$ cat src/hdl/pcfwl_pkg.sv
`default_nettype none
// ----------------------------------------------------------------------------
// pcfwl_pkg - shared types and constants of the per-client window limiter
// Table entry layout, elapsed-time unit result and register indexes.
// ----------------------------------------------------------------------------
package pcfwl_pkg;

  localparam int ADDR_W     = 32;
  localparam int TIME_W     = 32;
  localparam int CFG_DATA_W = 16;
  localparam int CFG_IDX_W  = 2;
  localparam int COUNT_W    = 17;

  localparam logic [COUNT_W-1:0]    COUNT_MAX = '1;
  localparam logic [CFG_IDX_W-1:0]  REG_REQ_LIMIT = 2'd0;
  localparam logic [CFG_IDX_W-1:0]  REG_WIN_LEN   = 2'd1;
  localparam logic [CFG_DATA_W-1:0] RESET_REQ_LIMIT = 16'd100;
  localparam logic [CFG_DATA_W-1:0] RESET_WIN_LEN   = 16'd60;

  // one tracked client
  typedef struct packed {
    logic               valid;
    logic [ADDR_W-1:0]  client;
    logic [TIME_W-1:0]  window_start;
    logic [COUNT_W-1:0] count;
  } entry_t;

  // result of the shared elapsed-time unit
  typedef struct packed {
    logic [TIME_W-1:0] elapsed;
    logic              expired;   // elapsed > window
    logic              below;     // elapsed < window
  } elapsed_t;

endpackage : pcfwl_pkg
`default_nettype wire

$ cat src/hdl/pcfwl_elapsed.sv
`default_nettype none
// ----------------------------------------------------------------------------
// pcfwl_elapsed - shared elapsed-time unit
// Subtracts a window start from the current time (mod 2^32) and compares.
// ----------------------------------------------------------------------------
module pcfwl_elapsed (
  input  wire logic [pcfwl_pkg::TIME_W-1:0]     now_time,
  input  wire logic [pcfwl_pkg::TIME_W-1:0]     start_time,
  input  wire logic [pcfwl_pkg::CFG_DATA_W-1:0] window,
  output pcfwl_pkg::elapsed_t                   result
);
  import pcfwl_pkg::*;

  logic [TIME_W-1:0] diff;
  logic [TIME_W-1:0] window_ext;

  assign diff       = now_time - start_time;
  assign window_ext = {{(TIME_W-CFG_DATA_W){1'b0}}, window};

  always_comb begin
    result.elapsed = diff;
    result.expired = diff > window_ext;
    // not above and not equal means below
    result.below   = !result.expired && (diff != window_ext);
  end

endmodule : pcfwl_elapsed
`default_nettype wire

$ cat config.mk
export PLATFORM = sky130hd
export DESIGN_NAME = pcfwl_elapsed
export DESIGN_NICKNAME = d
export VERILOG_FILES = /design/src/hdl/pcfwl_pkg.sv /design/src/hdl/pcfwl_elapsed.sv
export SDC_FILE = /design/constraint.sdc
export NUM_CORES = 1
export LEC_CHECK = 0
export BUFFER_PORTS_ARGS = -buffer_cell sky130_fd_sc_hd__buf_2
export CORE_AREA = 10 10 92 94
export DETAILED_ROUTE_END_ITERATION = 7
export DIE_AREA = 0 0 102 104
export GPL_ROUTABILITY_DRIVEN = 1
export PLACE_DENSITY = 0.68
export SLEW_MARGIN = 20
export SYNTH_ARGS = -nofsm -noshare
export SYNTH_HDL_FRONTEND = slang
export SYNTH_SLANG_ARGS = --single-unit
$ cat constraint.sdc
create_clock -name vclk -period 8.9
set_clock_uncertainty 0.1 [all_clocks]
set_input_delay 0.445 -clock vclk [all_inputs]
set_output_delay 0.445 -clock vclk [all_outputs]
set_load 0.02 [all_outputs]
==> impl_metrics.csv <==
group,metric,value,unit
sta,setup_violations,0,
sta,final_max_slew_viol_count,0,
cells_and_area,syn2layout_area_growth,23.4,%
pwr,p_sw_share,60.9,%
pwr,clockPowerShare,0,%
logic_synthesis,netlist_instances,388,
sta,relSlewSlack,53.5,%
place,place_area,3200,µm²
job,cap_violations,0,
floorplanning,die_w,102,µm
logic_synthesis,postSynthAreaPerCell,6.69,µm²
cells_and_area,seq_cell_count,0,
route,num_vias,3113,
cells_and_area,fillCellCount,703,
route,routed_wl,8570,µm
status,status,"complete, no violations",
sta,setup-tns-final,0,ns
setup_path,crit_fanout,3,
global_route,grt_max_degree,12,
sta,max_clock_freq,196,MHz
place,place_congestion,0.881,
cells_and_area,mostFrequentLayoutCells,"buf_2, inv_1, ha_1",
logic_synthesis,yosysSeqAreaShare,0,%
pwr,p_int,0.120,mW
logic_synthesis,synth.largest_area_cell,"ha_1",
sta,fin_crit_sh,57.2,%
cts,post_cts_resized,0,
cts,postCtsSetupBuffers,0,
global_route,grt_usage,15.2,%
logic_synthesis,synth_top_area_share,22.6,%
setup_path,end_kind,"primary output",
place,io_buffer_count,114,
logic_synthesis,ys_warn_count,0,
logic_synthesis,synthesis.nets,516,
sta,hold_viol,0,
route,post-route-drc-count,0,
floorplanning,core-area,6680,µm²
pwr,p_total,0.307,mW
cells_and_area,fin_nets,618,
route,routedWlPerCell,15.1,µm
logic_synthesis,yosys-top-cells-area,"ha_1, a21oi_1, inv_1",
setup_path,startpoint_type,"input pin",
sta,rsz0062_at_grt,"false",
sta,fin_crit,5.09,ns
sta,worstMarginPinSlew,0.680,ns
logic_synthesis,ys_types,56,
cts,hold_buffers,0,
route,drt-initial-drc-count,119,
cells_and_area,seqCellArea,0,µm²
setup_path,crit_arrival,4.55,ns
route,vias_per_cell,5.48,
min_path,hold_path.class,"input pin to primary output",
route,drt_pass1_iterations,4,
pwr,power.leakage,1.72,nW
route,antenna_left,0,
logic_synthesis,synthesis.area,2600,µm²
pwr,peakVddDrop,0.0494,mV
pwr,combinationalPowerShare,100.0,%
global_route,overflow,0,
floorplanning,num_rows,30,
global_route,antenna_found_initial,0,
cells_and_area,layout-drive-gt1-share,25.2,%
global_route,grt_pass1_wl,14000,µm
floorplanning,initial_core_util,38.9,%
cells_and_area,final_cell_area,3200,µm²
cells_and_area,final_common_cell,"buf_2",
floorplanning,io_pins,114,
global_route,grt_pass1_vias,3118,
pwr,powerDensity,95.9,nW/µm²
cells_and_area,nClkBuffers,0,
cells_and_area,num_antenna_cells,0,
floorplanning,fp.dieH,104,µm
pwr,p_switching,0.187,mW
setup_path,required,8.36,ns
place,dp_hpwl,7690,µm
cells_and_area,utilization,48.0,%
setup_path,path_class,"input pin to primary output",
floorplanning,fp.dieArea,10600,µm²
pwr,p_seq_share,0,%
-- final timing paths --
check / startpoint / to / slack (ns) / cells past startpoint
min: start_time[0] / result[2] / 1.19 / 4
max: now_time[0] / result[1] / 3.81 / 22
-- worst max-delay path, cell delays in order --
cell and delay (ns):
buf_2 0.09, inv_1 0.04, ha_1 0.17, inv_1 0.06, fa_1 0.40, a21o_1 0.22
a221oi_4 0.35, nor2b_1 0.08, o21a_1 0.19, o21ai_0 0.14, nand2b_1 0.07, a21oi_1 0.17
xnor2_1 0.16, ha_1 0.28, a21o_1 0.17, a21oi_1 0.13, o21ai_0 0.10, a21o_1 0.18
a221oi_1 0.46, nor2_1 0.07, or4_1 0.39, buf_2 0.17
-- metrics by stage --
stage                     cells  worst slack [ns]  hold WS, ns
final                       568              3.81         1.19
after global routing        568              3.40         1.24
after CTS                   568              3.75         1.20
after detailed placement    568              3.76         1.20
after global placement      568              3.85         1.20
after floorplan             388              3.55        0.999
-- per-layer routing --
layer | track usage, % | routed length (µm)
met1 | 17.1 | 3660
met2 | 28.9 | 4280
met3 | 2.46 | 515
met4 | 1.92 | 118
met5 | 0 | 0
-- logic make-up (layout without fill, tap and decap cells) --
family / after synthesis / in the layout / share of synthesized area [%]
adder cells (fa/ha/maj): 48 / 48 / 23.4
AND/OR/NAND/NOR: 112 / 112 / 21.2
buffers and inverters: 68 / 168 / 10.3
AO/OA/AOI/OAI: 135 / 135 / 36.6
multiplexers: 2 / 2 / 0.771
XOR/XNOR: 23 / 23 / 7.76
-- Yosys cell counts (2+ instances only) --
library cell  count
o21ai_0          18
buf_2             2
or3_1             4
a21oi_1          41
nor2_1           28
a31oi_1           2
nand4_1          10
a21o_1           18
o21bai_1          6
o221ai_1          2
nand2_1          29
a2111oi_0         4
xor2_1            7
mux2i_1           2
or4b_1            2
inv_1            54
and3_1            3
o21a_1            6
nor3b_1           2
and2_1            2
clkbuf_1         10
a211oi_1          3
o22ai_1           2
a211o_1           3
o211ai_1          6
ha_1             47
nand3_1          11
a21oi_4           2
nor4_1            4
o2111ai_1         5
nand2b_1          5
nor3_1            6
xnor2_1          16
o21ai_1           4
-- area by class of cell --
cell class         instances  area, µm²  area share [%]
repair buffers           114        571            17.8
multi-input cells        320       2330            72.7
inverters                 54        203            6.33
well taps                 80        100            3.12
-- power groups by stage --
stage / Clock (mW) / Sequential, mW / Combinational (mW)
floorplan: 0 / 0 / 0.216
global placement: 0 / 0 / 0.304
detailed placement: 0 / 0 / 0.308
CTS: 0 / 0 / 0.309
global route: 0 / 0 / 0.342
finish: 0 / 0 / 0.307
No activity file was read; power rests on OpenSTA's default activity.
